==> config.mk <==
export PLATFORM = sky130hd
export DESIGN_NAME = status_led_pattern_framer_flat
export DESIGN_NICKNAME = d
export VERILOG_FILES = /design/src/slpf_pkg.sv /design/src/slpf_if.sv /design/src/status_led_pattern_framer.sv /design/src/slpf_front.sv /design/src/slpf_queue.sv /design/src/slpf_back.sv /design/src/flat_wrapper.sv
export VERILOG_INCLUDE_DIRS = /design/src /design/src/src
export SDC_FILE = /design/constraint.sdc
export NUM_CORES = 1
export LEC_CHECK = 0
export BUFFER_PORTS_ARGS = -buffer_cell sky130_fd_sc_hd__buf_2
export CAP_MARGIN = 10
export CORE_MARGIN = 4
export CORE_UTILIZATION = 60
export DETAILED_ROUTE_END_ITERATION = 7
export PLACE_DENSITY_LB_ADDON = 0.05
export SYNTH_ARGS = -nofsm -noshare
export SYNTH_HDL_FRONTEND = slang
export SYNTH_SLANG_ARGS = --single-unit
==> constraint.sdc <==
create_clock -name clk -period 4.6 [get_ports clk]
set_input_delay 0.46 -clock clk [delete_from_list [all_inputs] [get_ports clk]]
set_output_delay 0.46 -clock clk [all_outputs]
set_load 0.05 [all_outputs]
==> src/status_led_pattern_framer_defines.svh <==
// Assertion macros shared by the status LED framer RTL.
// Depends on nothing; modules using it must have clk and rst_n in scope.
`ifndef STATUS_LED_PATTERN_FRAMER_DEFINES_SVH
`define STATUS_LED_PATTERN_FRAMER_DEFINES_SVH

`ifndef ASSERT_OFF
// prop must hold at every edge outside reset
`define SLPF_ASSERT(label, prop, msg) \
  label: assert property (@(posedge clk) disable iff (!rst_n) (prop)) else $error(msg);
// cond at one edge implies prop at the next edge
`define SLPF_ASSERT_NEXT(label, cond, prop, msg) \
  label: assert property (@(posedge clk) disable iff (!rst_n) (cond) |=> (prop)) else $error(msg);
`else
`define SLPF_ASSERT(label, prop, msg)
`define SLPF_ASSERT_NEXT(label, cond, prop, msg)
`endif

`endif

==> src/slpf_pkg.sv <==
// Types and constants for the status LED pattern framer.
// No dependencies.
package slpf_pkg;

  typedef enum logic [2:0] {
    MODE_OFF        = 3'd0,
    MODE_BOOTING    = 3'd1,
    MODE_CONNECTING = 3'd2,
    MODE_LINK_UP    = 3'd3,
    MODE_SESSION_UP = 3'd4,
    MODE_ACTIVE     = 3'd5,
    MODE_ERROR      = 3'd6
  } status_mode_t;

  localparam int unsigned PHASE_MOD   = 20;
  localparam int unsigned PHASE_HALF  = 10;
  localparam int unsigned FRAME_BYTES = 12;

  // byte positions within a frame
  localparam logic [3:0] IDX_HDR   = 4'd4;
  localparam logic [3:0] IDX_BLUE  = 4'd5;
  localparam logic [3:0] IDX_GREEN = 4'd6;
  localparam logic [3:0] IDX_RED   = 4'd7;
  localparam logic [3:0] IDX_LAST  = 4'(FRAME_BYTES - 1);

  localparam logic [7:0] START_BYTE = 8'h00;
  localparam logic [7:0] END_BYTE   = 8'hFF;
  localparam logic [7:0] HDR_BASE   = 8'hE0;

  localparam logic [7:0] BOOT_STEP    = 8'd25;
  localparam logic [7:0] CONN_BLUE    = 8'd100;
  localparam logic [7:0] LINK_BLUE    = 8'd50;
  localparam logic [7:0] SESSION_GRN  = 8'd50;
  localparam logic [7:0] ACTIVE_LEVEL = 8'd40;
  localparam logic [7:0] ERROR_RED    = 8'd80;

  localparam logic [4:0] BRIGHT_RESET = 5'd15;

  // one queued frame: the four bytes that vary
  typedef struct packed {
    logic [7:0] hdr;
    logic [7:0] blue;
    logic [7:0] green;
    logic [7:0] red;
  } frame_desc_t;

endpackage

==> src/slpf_if.sv <==
// Valid/ready channel interfaces for tick input, frame byte output and config.
// Depends on nothing.
interface slpf_in_if;
  logic       valid;
  logic       ready;
  logic [2:0] status_mode;
  modport source (output valid, output status_mode, input ready);
  modport sink   (input valid, input status_mode, output ready);
endinterface

interface slpf_out_if;
  logic       valid;
  logic       ready;
  logic [7:0] frame_byte;
  logic       last_of_frame;
  modport source (output valid, output frame_byte, output last_of_frame, input ready);
  modport sink   (input valid, input frame_byte, input last_of_frame, output ready);
endinterface

interface slpf_cfg_if;
  logic       valid;
  logic       ready;
  logic [4:0] global_brightness;
  modport source (output valid, output global_brightness, input ready);
  modport sink   (input valid, input global_brightness, output ready);
endinterface

==> src/status_led_pattern_framer.sv <==
// Status LED pattern framer: one 12-byte single-LED frame per status tick.
// Uses slpf_pkg, slpf_if, slpf_front, slpf_queue and slpf_back.
//
// Usage:
//   in_ch  : one beat per 100 ms tick, carrying status_mode (0..6; 7 yields
//            no frame but still advances the phase).
//   out_ch : twelve beats per frame, frame_byte to be shifted MSB first:
//            four 0x00, header, blue, green, red, four 0xFF; last_of_frame
//            marks the twelfth beat.
//   cfg_ch : writes global_brightness (always ready); write only while idle.
// Output: a tick's descriptor is registered in the queue, and its frame's first
//   byte is valid once that descriptor is at the queue head. One byte per cycle
//   on the byte-wide output port while out_ch.ready is high. The descriptor queue
//   holds QUEUE_DEPTH frames, so ticks keep being taken while a frame is still going out.
// Reset: phase 0, brightness 15, queue empty, nothing on the output.
// Stall: when out_ch.ready is low the current byte holds; once the queue is
//   full, in_ch.ready drops until a frame completes.
module status_led_pattern_framer #(
  parameter int unsigned QUEUE_DEPTH = 2
) (
  input  logic        clk,
  input  logic        rst_n,
  slpf_in_if.sink     in_ch,
  slpf_out_if.source  out_ch,
  slpf_cfg_if.sink    cfg_ch
);

  logic                  q_push;
  logic                  q_pop;
  logic                  q_full;
  logic                  q_empty;
  slpf_pkg::frame_desc_t q_desc;
  slpf_pkg::frame_desc_t q_head;

  slpf_front u_front (
    .clk    (clk),
    .rst_n  (rst_n),
    .in_ch  (in_ch),
    .cfg_ch (cfg_ch),
    .q_full (q_full),
    .q_push (q_push),
    .q_desc (q_desc)
  );

  slpf_queue #(
    .DEPTH (QUEUE_DEPTH)
  ) u_queue (
    .clk       (clk),
    .rst_n     (rst_n),
    .push      (q_push),
    .push_desc (q_desc),
    .full      (q_full),
    .pop       (q_pop),
    .empty     (q_empty),
    .head      (q_head)
  );

  slpf_back u_back (
    .clk     (clk),
    .rst_n   (rst_n),
    .q_empty (q_empty),
    .q_head  (q_head),
    .q_pop   (q_pop),
    .out_ch  (out_ch)
  );

endmodule

==> src/slpf_front.sv <==
// Front end: accepts ticks, tracks the phase, turns mode into a frame descriptor.
// Depends on slpf_pkg, slpf_if and the defines header.
`include "status_led_pattern_framer_defines.svh"

module slpf_front (
  input  logic                 clk,
  input  logic                 rst_n,
  slpf_in_if.sink              in_ch,
  slpf_cfg_if.sink             cfg_ch,
  input  logic                 q_full,
  output logic                 q_push,
  output slpf_pkg::frame_desc_t q_desc
);

  logic [4:0] phase_r, phase_nxt;
  logic [4:0] bright_r, bright_nxt;
  logic [3:0] phase_lo;
  logic [3:0] tri_step;
  logic [7:0] boot_level;
  logic [7:0] lit_hdr;
  logic       has_frame;
  logic       accept;

  assign in_ch.ready  = !q_full;
  assign cfg_ch.ready = 1'b1;
  assign accept       = in_ch.valid && in_ch.ready;
  assign lit_hdr      = slpf_pkg::HDR_BASE | {3'b000, bright_r};

  // triangle: rising over the first half, falling over the second
  always_comb begin
    if (phase_r < 5'(slpf_pkg::PHASE_HALF)) begin
      phase_lo = phase_r[3:0];
      tri_step = phase_lo;
    end else begin
      phase_lo = 4'(phase_r - 5'(slpf_pkg::PHASE_HALF));
      tri_step = 4'(slpf_pkg::PHASE_HALF) - phase_lo;
    end
    boot_level = 8'({4'b0000, tri_step} * slpf_pkg::BOOT_STEP);
  end

  always_comb begin
    q_desc    = '{hdr: slpf_pkg::HDR_BASE, blue: 8'd0, green: 8'd0, red: 8'd0};
    has_frame = 1'b1;
    case (slpf_pkg::status_mode_t'(in_ch.status_mode))
      slpf_pkg::MODE_OFF: begin
      end
      slpf_pkg::MODE_BOOTING: begin
        q_desc.hdr  = lit_hdr;
        q_desc.blue = boot_level;
      end
      slpf_pkg::MODE_CONNECTING: begin
        // on for two ticks, off for two
        if (!phase_r[1]) begin
          q_desc.hdr  = lit_hdr;
          q_desc.blue = slpf_pkg::CONN_BLUE;
        end
      end
      slpf_pkg::MODE_LINK_UP: begin
        q_desc.hdr  = lit_hdr;
        q_desc.blue = slpf_pkg::LINK_BLUE;
      end
      slpf_pkg::MODE_SESSION_UP: begin
        q_desc.hdr   = lit_hdr;
        q_desc.green = slpf_pkg::SESSION_GRN;
      end
      slpf_pkg::MODE_ACTIVE: begin
        q_desc.hdr   = lit_hdr;
        q_desc.blue  = slpf_pkg::ACTIVE_LEVEL;
        q_desc.green = slpf_pkg::ACTIVE_LEVEL;
        q_desc.red   = slpf_pkg::ACTIVE_LEVEL;
      end
      slpf_pkg::MODE_ERROR: begin
        q_desc.hdr = lit_hdr;
        q_desc.red = slpf_pkg::ERROR_RED;
      end
      default: has_frame = 1'b0;  // unknown mode: no frame, phase still moves
    endcase
  end

  assign q_push = accept && has_frame;

  always_comb begin
    phase_nxt = phase_r;
    if (accept) begin
      phase_nxt = (phase_r >= 5'(slpf_pkg::PHASE_MOD - 1)) ? 5'd0 : phase_r + 5'd1;
    end
    bright_nxt = bright_r;
    if (cfg_ch.valid && cfg_ch.ready) begin
      bright_nxt = cfg_ch.global_brightness;
    end
  end

  always_ff @(posedge clk) begin
    if (!rst_n) begin
      phase_r  <= 5'd0;
      bright_r <= slpf_pkg::BRIGHT_RESET;
    end else begin
      phase_r  <= phase_nxt;
      bright_r <= bright_nxt;
    end
  end

  `SLPF_ASSERT(a_phase_range, phase_r < 5'(slpf_pkg::PHASE_MOD), "phase out of range")
  `SLPF_ASSERT_NEXT(a_phase_step, accept && phase_r != 5'(slpf_pkg::PHASE_MOD - 1),
    phase_r == $past(phase_r) + 5'd1, "phase did not advance on tick")

endmodule

==> src/slpf_queue.sv <==
// Small register FIFO of frame descriptors between front and back ends.
// Depends on slpf_pkg and the defines header.
`include "status_led_pattern_framer_defines.svh"

module slpf_queue #(
  parameter int unsigned DEPTH = 2
) (
  input  logic                  clk,
  input  logic                  rst_n,
  input  logic                  push,
  input  slpf_pkg::frame_desc_t push_desc,
  output logic                  full,
  input  logic                  pop,
  output logic                  empty,
  output slpf_pkg::frame_desc_t head
);

  localparam int unsigned PTR_W = (DEPTH > 1) ? $clog2(DEPTH) : 1;
  localparam int unsigned CNT_W = $clog2(DEPTH + 1);

  slpf_pkg::frame_desc_t mem_r [DEPTH];
  logic [PTR_W-1:0] wr_ptr_r, wr_ptr_nxt;
  logic [PTR_W-1:0] rd_ptr_r, rd_ptr_nxt;
  logic [CNT_W-1:0] count_r, count_nxt;
  logic             do_push, do_pop;

  assign full    = (count_r == CNT_W'(DEPTH));
  assign empty   = (count_r == '0);
  assign head    = mem_r[rd_ptr_r];
  assign do_push = push && !full;
  assign do_pop  = pop && !empty;

  always_comb begin
    wr_ptr_nxt = wr_ptr_r;
    rd_ptr_nxt = rd_ptr_r;
    count_nxt  = count_r;
    if (do_push) begin
      wr_ptr_nxt = (wr_ptr_r == PTR_W'(DEPTH - 1)) ? '0 : wr_ptr_r + PTR_W'(1);
    end
    if (do_pop) begin
      rd_ptr_nxt = (rd_ptr_r == PTR_W'(DEPTH - 1)) ? '0 : rd_ptr_r + PTR_W'(1);
    end
    if (do_push && !do_pop) begin
      count_nxt = count_r + CNT_W'(1);
    end else if (do_pop && !do_push) begin
      count_nxt = count_r - CNT_W'(1);
    end
  end

  always_ff @(posedge clk) begin
    if (!rst_n) begin
      wr_ptr_r <= '0;
      rd_ptr_r <= '0;
      count_r  <= '0;
    end else begin
      wr_ptr_r <= wr_ptr_nxt;
      rd_ptr_r <= rd_ptr_nxt;
      count_r  <= count_nxt;
    end
  end

  always_ff @(posedge clk) begin
    if (do_push) begin
      mem_r[wr_ptr_r] <= push_desc;
    end
  end

  `SLPF_ASSERT(a_no_overflow, !(push && full), "push into full queue")

endmodule

==> src/slpf_back.sv <==
// Back end: walks one queued descriptor out as twelve frame byte beats.
// Depends on slpf_pkg, slpf_if and the defines header.
`include "status_led_pattern_framer_defines.svh"

module slpf_back (
  input  logic                  clk,
  input  logic                  rst_n,
  input  logic                  q_empty,
  input  slpf_pkg::frame_desc_t q_head,
  output logic                  q_pop,
  slpf_out_if.source            out_ch
);

  logic [3:0] idx_r, idx_nxt;
  logic       beat;

  assign out_ch.valid         = !q_empty;
  assign out_ch.last_of_frame = (idx_r == slpf_pkg::IDX_LAST);
  assign beat                 = out_ch.valid && out_ch.ready;
  assign q_pop                = beat && (idx_r == slpf_pkg::IDX_LAST);

  always_comb begin
    case (idx_r) inside
      [4'd0:4'd3]:         out_ch.frame_byte = slpf_pkg::START_BYTE;
      slpf_pkg::IDX_HDR:   out_ch.frame_byte = q_head.hdr;
      slpf_pkg::IDX_BLUE:  out_ch.frame_byte = q_head.blue;
      slpf_pkg::IDX_GREEN: out_ch.frame_byte = q_head.green;
      slpf_pkg::IDX_RED:   out_ch.frame_byte = q_head.red;
      default:             out_ch.frame_byte = slpf_pkg::END_BYTE;
    endcase
  end

  always_comb begin
    idx_nxt = idx_r;
    if (beat) begin
      idx_nxt = (idx_r == slpf_pkg::IDX_LAST) ? 4'd0 : idx_r + 4'd1;
    end
  end

  always_ff @(posedge clk) begin
    if (!rst_n) begin
      idx_r <= 4'd0;
    end else begin
      idx_r <= idx_nxt;
    end
  end

  // a started frame keeps its descriptor until the end byte goes out
  `SLPF_ASSERT(a_frame_held, (idx_r == 4'd0) || !q_empty, "frame lost mid-way")
  `SLPF_ASSERT(a_idx_range, idx_r <= slpf_pkg::IDX_LAST, "byte index out of range")

endmodule

==> src/flat_wrapper.sv <==
// flat-port wrapper written by rule: the top's interface ports become plain ports
module status_led_pattern_framer_flat 
#(
  parameter int unsigned QUEUE_DEPTH = 2
)
  (clk, rst_n, in_ch_valid, in_ch_status_mode, in_ch_ready, out_ch_valid, out_ch_frame_byte, out_ch_last_of_frame, out_ch_ready, cfg_ch_valid, cfg_ch_global_brightness, cfg_ch_ready);
  slpf_in_if in_ch_i ();
  slpf_out_if out_ch_i ();
  slpf_cfg_if cfg_ch_i ();
  input  logic clk;
  input  logic rst_n;
  input wire logic [$bits(in_ch_i.valid)-1:0] in_ch_valid;
  input wire logic [$bits(in_ch_i.status_mode)-1:0] in_ch_status_mode;
  output wire logic [$bits(in_ch_i.ready)-1:0] in_ch_ready;
  output wire logic [$bits(out_ch_i.valid)-1:0] out_ch_valid;
  output wire logic [$bits(out_ch_i.frame_byte)-1:0] out_ch_frame_byte;
  output wire logic [$bits(out_ch_i.last_of_frame)-1:0] out_ch_last_of_frame;
  input wire logic [$bits(out_ch_i.ready)-1:0] out_ch_ready;
  input wire logic [$bits(cfg_ch_i.valid)-1:0] cfg_ch_valid;
  input wire logic [$bits(cfg_ch_i.global_brightness)-1:0] cfg_ch_global_brightness;
  output wire logic [$bits(cfg_ch_i.ready)-1:0] cfg_ch_ready;
  assign in_ch_i.valid = in_ch_valid;
  assign in_ch_i.status_mode = in_ch_status_mode;
  assign in_ch_ready = in_ch_i.ready;
  assign out_ch_valid = out_ch_i.valid;
  assign out_ch_frame_byte = out_ch_i.frame_byte;
  assign out_ch_last_of_frame = out_ch_i.last_of_frame;
  assign out_ch_i.ready = out_ch_ready;
  assign cfg_ch_i.valid = cfg_ch_valid;
  assign cfg_ch_i.global_brightness = cfg_ch_global_brightness;
  assign cfg_ch_ready = cfg_ch_i.ready;
  status_led_pattern_framer #(.QUEUE_DEPTH(QUEUE_DEPTH)) u_core (.clk(clk), .rst_n(rst_n), .in_ch(in_ch_i), .out_ch(out_ch_i), .cfg_ch(cfg_ch_i));
endmodule
# Word level (Yosys, flattened, before mapping)
# Memories as Yosys holds them, arrays and structs flattened. A register that Yosys moved wholly into a read port is not among the register bits.
# Cells that the tools add are included.
totals:
  reg_bits: 18
  ramBits: 58
  out_inout_bits: 12
  elab_cells: 72
  n_memories: 1
classes:
  add_sub_neg: 8
  mul: 1
  order_cmp: 4
  eq_ne: 12
  muxes: 22
  n_reduce_logical: 18
mem_list:
  columns: ["name", "words", "width", "read_ports", "rd_clocked_by_memory_dff", "wr", "line", "rtl"]
  rows:
  - ["u_core.u_queue.mem_r", 2, 29, 1, 1, 1, "slpf_queue.sv:21", "slpf_pkg::frame_desc_t mem_r [DEPTH];"]
ops:
  columns: ["op", "n"]
  rows:
  - ["$mux W8", 5]
  - ["$pmux W8 S4", 1]
  - ["$eq A4 B3 Y1 const B", 4]
  - ["$pmux W8 S2", 1]
  - ["$pmux W7 S2", 1]
  - ["$mux W13", 1]
  - ["$pmux W6 S2", 1]
  - ["$eq A3 B3 Y1 const B", 3]
  - ["$logic_and A1 B1 Y1", 9]
  - ["$mul A4 B5 Y8 const B", 1]
  - ["$mux W4", 2]
  - ["$mux W1", 7]
  - ["$reduce_or A7 Y1", 1]
  - ["$eq A3 B2 Y1 const B", 2]
  - ["$add A5 B1 Y5 const B", 1]
  - ["$ge A5 B5 Y1 const B", 1]
  - ["$lt A5 B4 Y1 const B", 1]
  - ["$mux W5", 1]
  - ["$reduce_or A5 Y1", 1]
  - ["$add A4 B1 Y4 const B", 1]
  - ["$eq A4 B4 Y1 const B", 1]
  - ["$ge A4 B1 Y1 const B", 1]
  - ["$le A4 B2 Y1 const B", 1]
  - ["$logic_not A1 Y1", 4]
  - ["11 further kinds", 13]

# Logic depth before layout (Yosys ltp)
depth:
  word_depth: 9
  mapped_depth: 11
  depth_no_buf: 10

# Hierarchy
# A second synthesis with hierarchy kept.
unflattened:
  hier_cells: 348
  hier_area_um2: 4309.1
modules_own_cells:
  columns: ["module", "instances", "cells_per_inst", "area_each_um2"]
  rows:
  - ["slpf_queue", 1, 125, 2536.2]
  - ["slpf_front", 1, 138, 1101.1]
  - ["slpf_back", 1, 85, 671.9]

# Least setup slack after synthesis
# OpenSTA, ideal clock, no wires.
synth_path:
  kind: "reg-to-output"
  start: "register u_core.u_back.idx_r[1]"
  end: "output port out_ch_frame_byte[4]"
  arrival_time_ns: 2.284
  required_ns: 4.140
  setup_slack_ns: 1.856
  path_stages_with_launch: 6
  path_cell_list: "dfxtp_1 -> inv_1 -> ha_1 -> nand3b_1 -> o221ai_1 -> a211oi_1"
synth_via:
  elab_chain_len: 6
  elab_cells_between_ends: 12
synth_rtl:
  columns: ["item", "line", "rtl"]
  rows:
  - ["start: declaration", "slpf_back.sv:14", "logic [3:0] idx_r, idx_nxt;"]
  - ["start signal: assignment", "slpf_back.sv:44", "idx_r <= idx_nxt;"]
  - ["$eq A4 B3 Y1 (no line)", null, null]
  - ["$mux W8 (4 in a row)", "slpf_back.sv:23", "case (idx_r) inside"]
  - ["$mux W8 (*)", "slpf_back.sv:23", null]
  - ["end: declaration", "flat_wrapper.sv:16", "output wire logic [$bits(out_ch_i.frame_byte)-1:0] out_ch_frame_byte;"]
# Every way passes the cells marked *; elsewhere a longest branch is shown, timed or not.

==> results_dict.tcl <==
set metrics [dict create \
    status "complete, no violations" \
    cp-end-kind "flop" \
    drt-initial-drc-count 92 \
    avgSynthCellArea_um2 10.8 \
    diodes 0 \
    cts_max_level 2 \
    multi_input_area_um2 1240 \
    p_leak_nw 1.16 \
    crit_path_frequent_cell "ha_1" \
    yosys.area.top_type "edfxtp_1" \
    relSlewSlack_pct 40.4 \
    skew_ns 0.0129 \
    path_cells "inv_1 -> ha_1 -> a2bb2oi_1 -> ha_1 -> ha_1 -> fa_1 -> xnor2_1 -> or3_1 -> a21oi_1" \
    fmaxAchievable_mhz 344 \
    pre_cts_ws_ns 1.75 \
    fin_tns_setup_ns 0 \
    fillers 358 \
    die_h_um 76.1 \
    finalMaxSlewViolations 0 \
    min_period_ns 2.91 \
    ys_seq_elements 53 \
    wire_per_inst_um 15.7 \
    design_area_um2 3000 \
    yosysWarnings 0 \
    die_w_um 76.1 \
    cts_root_buf "clkbuf_8" \
    grt-ovfl-total 0 \
    synth_ff_type "edfxtp_1" \
    pwr-share-comb_pct 14.3 \
    synth-async-reset-ratio_pct 0 \
    share_seq_of_total_power_pct 57.9 \
    design.die.area_um2 5790 \
    synth_top_area_share_pct 36.7 \
    cts-resized-gates 0 \
    crit_buf_inv 1 \
    hpwl_mm 3.72 \
    numPortBuffers 23 \
    critPathMaxStageDelay_ns 0.47 \
    dr.pass1.iters 4 \
    critPathLaunchType "flop" \
    vias 1945 \
    ys_seq_area_share_pct 50.4 \
    row_count 24 \
    synth_cells 258 \
    ir_worst_vdd_mv 0.206 \
    cts_setup_buffers 0 \
    grt_max_degree 23 \
    worstSkewPairLatency_ns 0.31 \
    ant_nets 0 \
    antenna_found_initial 0 \
    fin_nets 304 \
    setup_violations 0 \
    first_global_vias 1746 \
    tightest_slew_ns 0.892 \
    cp_slowest_cell "dfxtp_1" \
    synth_edf_count 34 \
    clk_path_buf_depth 2 \
    cts.clk_slew.worst_paths_ns 0.09 \
    cts_tree "yes" \
    switching_power_uw 255 \
    drcViolationCount 0 \
    fin_ws_ns 1.69 \
    area_growth_pct 7.64 \
    cts.sink_count 53 \
    placed_area_um2 2900 \
    drive_gt1_share_pct 15.5 \
    io_pins 25 \
    hold_ws_ns 0.376 \
    swShare_pct 26.2 \
    min_period_over_period_pct 63.2 \
    cts_buffers 5 \
    crit_family "adder cells" \
    hold_buffers 0 \
    fin_util_pct 67.9 \
    crit_type "reg2reg" \
    hold_class "in2reg" \
    vias_per_cell 5.91 \
    drv_cap 0 \
    rsz0062_at_grt "false" \
    power_density_nw_per_um2 324 \
    grt.total_usage_pct 17.8 \
    drt-total-wl_mm 5.17 \
    path_max_fanout 8 \
    finalHoldViolations 0 \
    netlist_top_cells_area "edfxtp_1, dfxtp_1, ha_1, mux2i_1, mux2_2" \
    initial_core_util_pct 63.0 \
    synth_nets 286 \
    grt_first_pass_wirelength_mm 8.38 \
    power_frac_clock_pct 27.8 \
    arrival_ns 3.05 \
    gp_congestion 0.880 \
    yosysUniqueCellTypes 51 \
    syn_area_um2 2780 \
    p_int_uw 716 \
    core_area_um2 4410 \
    seq_area_um2 1400 \
    cp.required_ns 4.74 \
]
-- state kept, by name, indices dropped and copies added, names as in the netlist, named ones only --
name and flops:
u_core.u_queue.rd_ptr_r 1, u_core.u_queue.count_r 2, u_core.u_back.idx_r 4, u_core.u_queue.wr_ptr_r 1, u_core.u_front.bright_r 5, u_core.u_front.phase_r 5, u_core.u_queue.mem_r 34
-- tightest hold or removal path, delay by kind of cell --
| family | cells | cell delay (ns) |
|---|---|---|
| buffers and inverters | 1 | 0.07 |
| and+or+nand+nor | 1 | 0.06 |
| muxes | 1 | 0.05 |
-- final timing paths --
| path | start | end | slack (ns) | cells past startpoint |
|---|---|---|---|---|
| setup / recovery | u_core.u_front.phase_r[0]$_SDFFE_PN0P_ | u_core.u_queue.mem_r[0][19]$_DFFE_PP_ | 1.69 | 9 |
| hold / removal | cfg_ch_global_brightness[1] | u_core.u_front.bright_r[1]$_SDFFE_PN1P_ | 0.38 | 3 |
| setup reg to reg | u_core.u_front.phase_r[0]$_SDFFE_PN0P_ | u_core.u_queue.mem_r[0][19]$_DFFE_PP_ | 1.69 | 9 |
| hold reg to reg | u_core.u_front.bright_r[0]$_SDFFE_PN1P_ | u_core.u_front.bright_r[0]$_SDFFE_PN1P_ | 0.47 | 2 |
-- Yosys cell counts, types with 2 or more instances --
library cell	instances
dfxtp_1	19
a211oi_1	10
nand3b_1	4
nand2_1	12
mux2i_1	9
o21ai_0	11
mux2_2	8
nor2_1	11
a2bb2oi_1	2
ha_1	14
a21oi_1	17
clkbuf_1	4
o21a_1	5
o31ai_1	4
nand2b_1	3
or3_1	4
xor2_1	3
nand3_1	10
inv_1	17
o22ai_1	5
o221ai_1	2
or4_1	3
nor2b_1	6
edfxtp_1	34
nor3_1	5
and2_1	5
buf_2	7
-- metrics by stage --
stage | cells | power [mW]
2_1_floorplan | 258 | 0.676
3_3_place_gp | 321 | 0.708
3_5_place_dp | 321 | 0.712
4_1_cts | 329 | 0.979
5_1_grt | 329 | 1.02
6_report | 329 | 0.971
-- cell usage in the layout (no fill, tap or decap), types with 8 or more instances in the layout --
cell type	instances
edfxtp_1	34
buf_2	23
dfxtp_1	19
inv_1	17
a21oi_1	17
ha_1	14
nand2_1	12
o21ai_0	11
nor2_1	11
nand3_1	10
a211oi_1	10
mux2i_1	9
mux2_2	8
-- power by group through the flow --
stage | clock network (mW) | registers [mW] | logic [mW]
after global routing | 0.301 | 0.566 | 0.155
final | 0.270 | 0.562 | 0.139
after detailed placement | 0 | 0.573 | 0.139
after CTS | 0.277 | 0.562 | 0.140
after global placement | 0 | 0.571 | 0.137
after floorplan | 0 | 0.566 | 0.110
-- layout make-up --
class | instances | share of cell area (%)
Inverter | 18 | 2.26
Multi-Input combinational cell | 174 | 41.6
Tap cell | 52 | 2.17
Clock inverter | 1 | 0.251
Sequential cell | 53 | 46.8
Timing Repair Buffer | 24 | 4.09
Clock buffer | 7 | 2.88
-- cell families (layout without fill, tap and decap cells) --
kind of cell | after synthesis | count (layout) | share of synthesized area (%)
simple gates | 70 | 70 | 13.6
compound gates | 67 | 67 | 16.2
flops | 53 | 53 | 50.4
buf+inv | 31 | 50 | 4.90
mux | 17 | 17 | 6.48
fa+ha+maj | 15 | 15 | 7.01
xor+xnor | 4 | 4 | 1.26
other cells | 1 | 1 | 0.135
-- per-layer routing --
layer	part of all wire, %	vias up	global-route usage, %
met5	0	-	0
met4	0.70	0	6.29
met3	4.1	4	3.90
met2	46	40	26.3
met1	49	906	25.8
li1	-	995	-
No activity file was read; power rests on OpenSTA's default activity.
